==> src/hdl/ssd_pkg.sv <==
// Shared types, constants and codes for the stereo sweep delay block.
`timescale 1ns / 1ps

package ssd_pkg;

    // History ring size in interleaved entries (left even, right odd).
    localparam int RING_ENTRIES = 131072;
    localparam int FRAME_DEPTH  = RING_ENTRIES / 2;
    localparam int RING_FW      = $clog2(FRAME_DEPTH);

    localparam int SAMPLE_W  = 16;
    localparam int DELAY_W   = 17;
    localparam int GAIN_W    = 16;
    localparam int PAN_W     = 8;
    localparam int LANES     = 2;

    localparam int CFG_INDEX_W = 8;
    localparam int CFG_DATA_W  = 32;

    localparam logic [CFG_INDEX_W-1:0] CFG_DELAY_ENTRIES = 8'd0;
    localparam logic [CFG_INDEX_W-1:0] CFG_DELAY_GAIN    = 8'd1;

    localparam logic signed [PAN_W-1:0] PAN_SPAN = 8'sd100;

    // Tap scaling: round(p / (200 * 65535)). The divisor is 8 * TAP_E, so the
    // rounded numerator is shifted down by three and divided by TAP_E through
    // a reciprocal estimate and one correction step.
    localparam logic [37:0] TAP_HALF  = 38'd6553500;
    localparam logic [20:0] TAP_E     = 21'd1638375;
    localparam logic [24:0] TAP_RECIP = 25'((64'd1 << 45) / 64'(TAP_E));

    typedef struct packed {
        logic signed [SAMPLE_W-1:0] left_in;
        logic signed [SAMPLE_W-1:0] right_in;
        logic                       block_end;
    } in_t;

    typedef struct packed {
        logic signed [SAMPLE_W-1:0] left_out;
        logic signed [SAMPLE_W-1:0] right_out;
    } out_t;

    typedef struct packed {
        logic accept;
        logic stage1;
        logic stage2;
        logic stage3;
        logic stage4;
        logic finish;
    } ctrl_cmd_t;

endpackage

==> src/hdl/ssd_ctrl.sv <==
// Sequencing state machine for the stereo sweep delay block.
`timescale 1ns / 1ps

module ssd_ctrl (
    input  logic               aclk,
    input  logic               aresetn,
    input  logic               s_valid,
    output logic               s_ready,
    output logic               m_valid,
    input  logic               m_ready,
    output ssd_pkg::ctrl_cmd_t cmd
);
    import ssd_pkg::*;

    localparam logic [2:0] ST_IDLE = 3'd0;
    localparam logic [2:0] ST_MUL1 = 3'd1;
    localparam logic [2:0] ST_MUL2 = 3'd2;
    localparam logic [2:0] ST_MUL3 = 3'd3;
    localparam logic [2:0] ST_MUL4 = 3'd4;
    localparam logic [2:0] ST_DONE = 3'd5;

    logic [2:0] state_reg;
    logic [2:0] state_next;
    logic       m_valid_reg;
    logic       m_valid_next;
    logic       out_free;

    assign out_free = !m_valid_reg || m_ready;
    assign s_ready  = (state_reg == ST_IDLE);
    assign m_valid  = m_valid_reg;

    always_comb begin
        cmd        = '0;
        state_next = state_reg;
        case (state_reg)
            ST_IDLE: begin
                if (s_valid) begin
                    cmd.accept = 1'b1;
                    state_next = ST_MUL1;
                end
            end
            ST_MUL1: begin
                cmd.stage1 = 1'b1;
                state_next = ST_MUL2;
            end
            ST_MUL2: begin
                cmd.stage2 = 1'b1;
                state_next = ST_MUL3;
            end
            ST_MUL3: begin
                cmd.stage3 = 1'b1;
                state_next = ST_MUL4;
            end
            ST_MUL4: begin
                cmd.stage4 = 1'b1;
                state_next = ST_DONE;
            end
            ST_DONE: begin
                // Hold the finished frame until the output register can take it.
                if (out_free) begin
                    cmd.finish = 1'b1;
                    state_next = ST_IDLE;
                end
            end
            default: begin
                state_next = ST_IDLE;
            end
        endcase
    end

    always_comb begin
        m_valid_next = m_valid_reg;
        if (cmd.finish) begin
            m_valid_next = 1'b1;
        end else if (m_ready) begin
            m_valid_next = 1'b0;
        end
    end

    always_ff @(posedge aclk) begin
        if (!aresetn) begin
            state_reg   <= ST_IDLE;
            m_valid_reg <= 1'b0;
        end else begin
            state_reg   <= state_next;
            m_valid_reg <= m_valid_next;
        end
    end

endmodule

==> config.mk <==
export PLATFORM = sky130hd
export DESIGN_NAME = ssd_ctrl
export DESIGN_NICKNAME = d
export VERILOG_FILES = /design/src/hdl/ssd_pkg.sv /design/src/hdl/ssd_ctrl.sv
export SDC_FILE = /design/constraint.sdc
export NUM_CORES = 1
export LEC_CHECK = 0
export BUFFER_PORTS_ARGS = -buffer_cell sky130_fd_sc_hd__buf_2
export CORE_AREA = 4 4 41 43
export CTS_BUF_LIST = sky130_fd_sc_hd__clkbuf_2 sky130_fd_sc_hd__clkbuf_4 sky130_fd_sc_hd__clkbuf_8
export DETAILED_ROUTE_END_ITERATION = 16
export DIE_AREA = 0 0 45 47
export HOLD_SLACK_MARGIN = 0.1
export PLACE_DENSITY = 0.38
export SLEW_MARGIN = 20
export SYNTH_ARGS = -nofsm -noshare
export SYNTH_HDL_FRONTEND = slang
export SYNTH_SLANG_ARGS = --single-unit
==> constraint.sdc <==
create_clock -name aclk -period 1.12 [get_ports aclk]
set_clock_uncertainty 0.2 [all_clocks]
set_input_delay 0 -clock aclk [delete_from_list [all_inputs] [get_ports aclk]]
set_output_delay 0 -clock aclk [all_outputs]
set_load 0.01 [all_outputs]
==> Word-level counts from Yosys, hierarchy flattened <==
Cells that the tools add are included.
{ "totals": {"register_bits": 4, "out_inout_bits": 8} }
{ "classes": {"eq_ne": 7, "n_mux": 13, "reduce_logical": 5} }
{ "ops": {"columns": ["op", "count"], "rows": [
  ["$pmux W3 S6", 1],
  ["$mux W1", 10],
  ["$eq A3 B2 Y1 const B", 2],
  ["$eq A3 B3 Y1 const B", 2],
  ["$mux W3", 2],
  ["$ne A2 B2 Y1 const B", 2],
  ["$eq A3 B1 Y1 const B", 1],
  ["$logic_not A3 Y1", 1],
  ["$reduce_and A2 Y1", 1],
  ["$reduce_bool A2 Y1", 1],
  ["$logic_not A1 Y1", 1],
  ["$logic_or A1 B1 Y1", 1]
]} }

==> Longest topological paths before layout <==
Gate-level depths: netlist of run 1.
{ "logic_depth": {"word_depth": 5, "depth_mapped": 4, "depth_no_buf": 3} }

==> Least setup slack after synthesis of run 1 <==
Ideal clock, no wire load.
{ "synth_path": {"path_type": "register to register", "start": "register state_reg[0]", "end": "register state_reg[2]", "setup_time_ns": 0.058, "arrival_time_ns": 0.830, "required_time_ns": 0.862, "setup_slack_ns": 0.032, "path_stages_with_launch": 5, "path_buffers": 1, "period_less_slack_ns": 1.088, "cell_sequence": "dfxtp_1 > buf_4 > nand2_1 > nor2_1 > o21a_1"} }
{ "synth_between": {"elab_chain_cells": 3} }
{ "synth_lines": {"columns": ["element", "line_no", "rtl"], "rows": [
  ["from (decl)", "ssd_ctrl.sv:22", "logic [2:0] state_reg;"],
  ["from (signal assigned)", "ssd_ctrl.sv:85", "state_reg <= state_next;"],
  ["$eq A3 B3 Y1 or $logic_not A3 Y1 (tied branches)", "ssd_ctrl.sv:35", "case (state_reg)"],
  ["$ne A2 B2 Y1 (no line)", null, null],
  ["$reduce_and A2 Y1 (no line)", null, null]
]} }
Parallel ways exist; a longest one is shown, timed or not.
A chain may end at the register's enable or synchronous reset.

==> results summary, run 1 <==
The clock passes through at most 2 buffers. The top achievable clock speed is between 700 and 800 MHz. At the pin with the least slew margin, the transition time is approximately 0.18 ns.

For this design, the sink count on the clock tree is 4. In this run the clock root is driven by a sky130_fd_sc_hd__clkbuf_4. The placed instance area is 328 µm².

The number of nets at the end of the flow is 52. For the worst-skew pair, the clock arrives at the later sink with an insertion delay of between 0.2 and 0.25 ns. The area of the placeable core is 1300 µm². Summed over all instances, the cell type with the most area after synthesis is sky130_fd_sc_hd__dfxtp_1. The element type at the critical path end is an output pin. After clock tree synthesis, the clock-pin slew on the worst setup and hold paths is approximately 0.04 ns. The count of nets left with antenna violations once routing finished came out at 0. TritonCTS created 3 clock buffers. After detailed routing, the number of vias per cell comes to 4.21. The area added between synthesis and finish is 73.3%. Summed over all cells, the static leakage comes to just over 0.2 nW. The number of filler instances in the final layout came out at roughly 160.

At the end of routability-driven placement, the weighted congestion stood at 0.705. After synthesis, the largest family of logic cells by area is simple AND/OR/NAND/NOR gates. After Yosys synthesis, XOR and XNOR cells account for about 3.4% of the synthesized area. The checks that failed: hold timing, setup timing. The register bit total from synthesis is 4. Of the post-synthesis cell area, the part taken by muxes is 0%. The peak supply drop came out at between 0.0005 and 0.0006 V. The wire length after detailed routing came out at approximately 650 µm.

The initial standard-cell utilization of the core came out at approximately a fifth. Setup repair after global routing could not meet its margin everywhere. The number of endpoints with negative hold slack in the final report is 1. The fraction of the mapped netlist area in compound gates came out at around 13%. The adder-cell area share of the yosys netlist is 0%. The wire length of the first global-routing pass is around 1100 µm.

Counting every net in the synthesized netlist gives 32. The width of the die is 45 µm. The share of the clock period used by the worst path after layout came out at 113%.

The top cell type by area accounts for between 30 and 40% of the synthesized area. In this run the worst hold path is classified as primary input to flop. The proportion of synthesized chip area in sequential cells is between 30% and 40%. The number of top-level pins is 12. The post-synth design cell area is roughly 260 µm². The placement-stage worst setup slack came out at -0.0245 ns.

The via count of the first global-routing pass came out at 266. The max-cap violation count is 0. After layout, the design draws a total of 602 µW.

The largest net degree at the start of global routing is 8. In the post-synthesis netlist, the biggest area contributors are sky130_fd_sc_hd__dfxtp_1 31%, sky130_fd_sc_hd__buf_4 8.7%, sky130_fd_sc_hd__nor3b_1 5.8%. The number of flip-flops under the largest register name came out at 3. The maximum net fanout on the critical path is 7. The number of buffers inserted by hold repair at cts is 2.

The worst setup slack after layout came out at -0.148 ns. The post-route netlist has approximately two thirds of its cells at a drive strength greater than 1. In the routed design, unresolved DRC markers number 0. The critical path class is flop to output pin.

The number of max-slew violations in the final report came out at 0. The vertical die dimension came out at 47 µm. TritonCTS built the clock tree. The initial detailed-routing violation count came out at 1. The category of the worst setup path launch point is a flop. The count of buffers inserted at the top-level ports came out at 11. The total global routing overflow is 0.

The number of iterations in the first detailed-routing pass is 2. The worst path in the final design needs a cycle of 1.27 ns, including I/O delays and setup. The tightest slew margin relative to the limit came out at 87.8%. The summed negative setup slack over all endpoints is -0.588 ns.

Data arrives at the worst endpoint at around 1.1 ns. Global routing used roughly 7.4% of the available tracks. The worst hold slack across all endpoints came out at -0.0863 ns. The detailed router placed between 200 and 300 vias in this run.

The worst path required time is slightly above 0.9 ns. The final-report setup violation count came out at 7. The run finished, with violations left. Once layout is done, the placed cells without fillers occupy between 400 and 500 µm². The number of antenna violations at the first check in global routing was 0. The Yosys step of the flow raised 0 warnings. In this run the number of H-tree levels came out at 1.

The post-synthesis cell count is 28. The die covers roughly 2100 µm². The synthesized-area fraction occupied by and/or/nand/nor cells is around 40%.

The HPWL after detailed placement is roughly 440 µm. The number of rows in the core area came out at 13. The count of different cell masters after synthesis is 19. The number of inserted diodes is 0. The ratio of total power to cell area is ~1300 nW/µm². The average instance in the mapped netlist occupies between 9 and 10 µm². After detailed routing, the average wire length per cell comes to about 11 µm.
-- cell type report --
cell class / instances / area (µm²) / share of cell area [%]
multi-input cells: 20 / 170 / 38.1
well taps: 15 / 18.8 / 4.20
clock buffers: 3 / 22.5 / 5.04
flip-flops and latches: 4 / 91.3 / 20.4
repair buffers: 19 / 144 / 32.2
-- cell usage in the layout, fill, tap and decap left out, drive strengths merged, types with 2 or more instances in the layout --
cell         instances
dlygate4sd3          2
nor3b                3
clkbuf               3
nand2b               2
buf                 17
nand2                2
nor2                 3
dfxtp                4
-- path summary, 6_finish.rpt --
check	start	endpoint	slack (ns)	depth (start not counted)
worst min register to register	state_reg[2]	state_reg[1]	0.31	1
worst max-delay path	state_reg[1]	cmd[5]	-0.15	4
worst max register to register	state_reg[0]	state_reg[0]	0.01	3
worst min-delay path	m_ready	m_valid	-0.09	3
-- per-stage QoR --
stage	instances	util [%]
after floorplan	28	-
after global routing	61	34.3
after detailed placement	54	25.2
final	61	34.3
after CTS	60	32.0
after global placement	54	25.2
-- synthesized netlist by cell type --
library cell and count:
sky130_fd_sc_hd__and3_1 1, sky130_fd_sc_hd__nand2_1 2, sky130_fd_sc_hd__o21a_1 1, sky130_fd_sc_hd__buf_4 3, sky130_fd_sc_hd__and2_1 1, sky130_fd_sc_hd__nand2b_4 1
sky130_fd_sc_hd__a21boi_1 1, sky130_fd_sc_hd__nor3b_2 1, sky130_fd_sc_hd__nor3b_1 2, sky130_fd_sc_hd__o31ai_2 1, sky130_fd_sc_hd__nor2_1 3, sky130_fd_sc_hd__a21oi_1 1
sky130_fd_sc_hd__xnor2_1 1, sky130_fd_sc_hd__buf_6 1, sky130_fd_sc_hd__nor2b_1 1, sky130_fd_sc_hd__nand2b_1 1, sky130_fd_sc_hd__nor3_2 1, sky130_fd_sc_hd__nand3b_1 1
sky130_fd_sc_hd__dfxtp_1 4
-- worst max-delay path, stage by stage (launching register included) --
cell	delay, ns
sky130_fd_sc_hd__dfxtp_4	0.36
sky130_fd_sc_hd__buf_6	0.12
sky130_fd_sc_hd__nor3_4	0.11
sky130_fd_sc_hd__and2_1	0.13
sky130_fd_sc_hd__buf_2	0.12
-- kinds of logic (layout without fill, tap and decap cells) --
| logic type | count (synthesis) | in the layout |
|---|---|---|
| AOI/OAI and AO/OA | 4 | 4 |
| xor gates and xnor gates | 1 | 1 |
| buffers and inverters | 4 | 22 |
| DFF | 4 | 4 |
| and+or+nand+nor | 15 | 15 |
-- power breakdown --
| group | internal [mW] | switching (mW) |
|---|---|---|
| clock network | 0.120 | 0.0582 |
| registers | 0.160 | 0.0311 |
| logic | 0.148 | 0.0846 |
| total | 0.428 | 0.174 |
-- repair_timing --
item	CTS	global route
gates resized for setup	12	5
setup endpoints to repair	10	8
pin swaps	2	3
hold endpoints to repair	4	2
buffers inserted	1	1
-- layer usage --
metal | wire length [µm] | vias up | track usage (%)
met5 | 0 | - | 0
met4 | 0 | 0 | 10.5
met3 | 55 | 0 | 1.92
met2 | 340 | 9 | 10.5
met1 | 257 | 120 | 7.76
li1 | - | 128 | -
(Power assumes the default switching activity.)
==> inputs of run 2 (changes only) <==
Settings changed: PLACE_DENSITY 0.38 to not set, PLACE_DENSITY_LB_ADDON set to 0.1.
==> results summary, run 2 (synthesis gave the netlist of run 1 again) <==
The HPWL after detailed placement is between 400 and 500 µm. Summing all multi-input logic gate instances after layout gives approximately 170 µm². The number of nets at the end of the flow is 54. The number of clock buffers added by TritonCTS is 3. The final period demand of the worst path is ~1.3 ns. The analysis attributes to cell leakage a power of between 0.2 and 0.25 nW. The number of clock sinks seen by CTS came out at 4. The count of buffers added on input and output ports is 11. The wire length after detailed routing came out at between 600 and 700 µm. The startpoint identified for the worst hold timing path is m_ready. The number of antenna violations at the first check in global routing was 0. The tightest slew margin relative to the limit came out at 88.3%. The clock edge transition at the registers on the reported setup and hold paths is ~0.04 ns. Setup slack on the critical path of the routed design comes to -0.158 ns. The floorplan step defined a core boundary enclosing roughly 1300 µm². The worst hold slack across all endpoints is -0.0520 ns. The wire length of the first global-routing pass came out at ~1300 µm.

The vertical die dimension came out at around 47 µm. The first TritonRoute pass finished after 4 iterations. CTS built an H-tree with a depth of 1. The number of cell instances on the worst register-to-register path came out at 4.

The area added between synthesis and finish is 79.6%. The share of the clock period used by the worst path after layout came out at 114%. Leaving out fill and tap cells, the most frequent cells in the layout are 10 x sky130_fd_sc_hd__buf_2, 5 x sky130_fd_sc_hd__buf_6, 4 x sky130_fd_sc_hd__buf_4. The worst hold path was traced through 3 stages. The later pin in the worst-skew pair is clocked with a latency of between 0.2 and 0.25 ns. The most frequent standard cell in the layout excluding fill and tap cells is sky130_fd_sc_hd__buf_2.

The initial standard-cell utilization of the core is about a fifth. The all-layer global routing usage came out at just under 9%. The number of filler instances in the final layout is approximately 150. The via density per instance is between 4 and 5.

The tree is rooted in a sky130_fd_sc_hd__clkbuf_4. The top achievable clock speed is a little under 800 MHz. The die is about 45 µm wide.

The largest net degree at the start of global routing came out at 8. The number of inserted diodes is 0. The share of post-route cells with drive strength above 1 is 70.8%. The die covers between 2000 and 2500 µm².

The peak supply drop is 0.000468 V. The checks that failed: hold timing, setup timing. The transition time at the pin with the least slew margin came out at 0.175 ns. The summed area of non-filler cells in the final layout came out at 463 µm².

The number of nets still failing antenna checks after routing is 0. Across the whole layout, storage elements account for just over 90 µm². The max-cap violation count is 0. The via count of the first global-routing pass is about 320. For this design, the CTS-stage hold fixing added 2 buffers. The flow ran to the end, but the final reports show violations. TritonCTS built the clock tree. The worst register-to-register path begins at state_reg[1].

The ratio of total power to cell area came out at 1330 nW/µm². The remaining routing DRC violations is 0. The number of max-slew violations in the final report came out at 0.

The worst-case clock buffer depth came out at 2. In this run the worst hold path is classified as primary input to flop. The routed wirelength normalized by instance count is about 11 µm.

The critical path starts at state_reg[1]. The floorplan has 13 rows. The initial detailed-routing violation count is 2. The total power of the final layout came out at a little over 600 µW. The maximum net fanout on the critical path is 5. The category of the worst setup path launch point is a flop. The critical path arrival came out at about 1.1 ns.

The setup path with the least slack is of type flop to output pin. The register with the most flip-flops in the layout has 3 of them. The number of endpoints with negative hold slack in the final report is 1. The final-report setup violation count came out at 9. At the end of routability-driven placement, the weighted congestion stood at 0.713. The summed negative setup slack over all endpoints is -0.726 ns. 12 I/O pins were placed. The placed instance area is 328 µm². The worst path required time is around 0.92 ns. The routed layout has between 200 and 300 vias. Summed over all layers, the global routing overflow is 0. Setup repair after global routing could not meet its margin everywhere. STA classifies the critical path endpoint as an output pin.
## run 2: worst paths after layout
check | end | slack [ns]
setup / recovery | cmd[1] | -0.16
hold / removal | m_valid | -0.05
setup reg to reg | state_reg[1] | -0.06
hold reg to reg | m_valid | 0.38
## run 2: timing repair
action / in CTS / in global routing
gates resized for setup: 13 / 4
pin swaps: 1 / 4
endpoints found under the setup margin: 9 / 10
setup buffers: 4 / 0
endpoints found under the hold margin: 4 / 1
## run 2: worst max-delay path, stage by stage (launching register included)
cell and delay, ns:
sky130_fd_sc_hd__dfxtp_4 0.35, sky130_fd_sc_hd__buf_4 0.13, sky130_fd_sc_hd__nand2b_4 0.14, sky130_fd_sc_hd__nor2_1 0.08, sky130_fd_sc_hd__buf_2 0.13
## run 2: metal layers
metal / vias up / GRT usage [%] / wire (µm)
met5: - / 0 / 0
met1: 125 / 8.88 / 263
met3: 4 / 2.30 / 58
li1: 134 / - / -
met2: 15 / 13.3 / 341
met4: 0 / 12.3 / 36
## run 2: per-stage QoR
step | cells | hold WS [ns] | setup slack [ns] | utilization, %
6_report | 63 | -0.0520 | -0.158 | 35.6
3_5_place_dp | 54 | 0.0562 | -0.0290 | 25.2
3_3_place_gp | 54 | 0.0573 | -0.0251 | 25.2
2_1_floorplan | 28 | -0.0825 | 0.0315 | -
5_1_grt | 63 | -0.0107 | -0.207 | 35.6
4_1_cts | 63 | -0.0712 | -0.158 | 34.0
## run 2: final cells by class
class | count | share of cell area (%)
Multi-Input combinational cell | 20 | 37.6
Timing Repair Buffer | 21 | 33.8
Sequential cell | 4 | 19.7
Clock buffer | 3 | 4.86
Tap cell | 15 | 4.05
## run 2: power by group
part	total (mW)	internal, mW	switching, mW
Clock	0.188	0.120	0.0675
Combinational	0.241	0.153	0.0879
Sequential	0.188	0.160	0.0284
Total	0.617	0.434	0.184
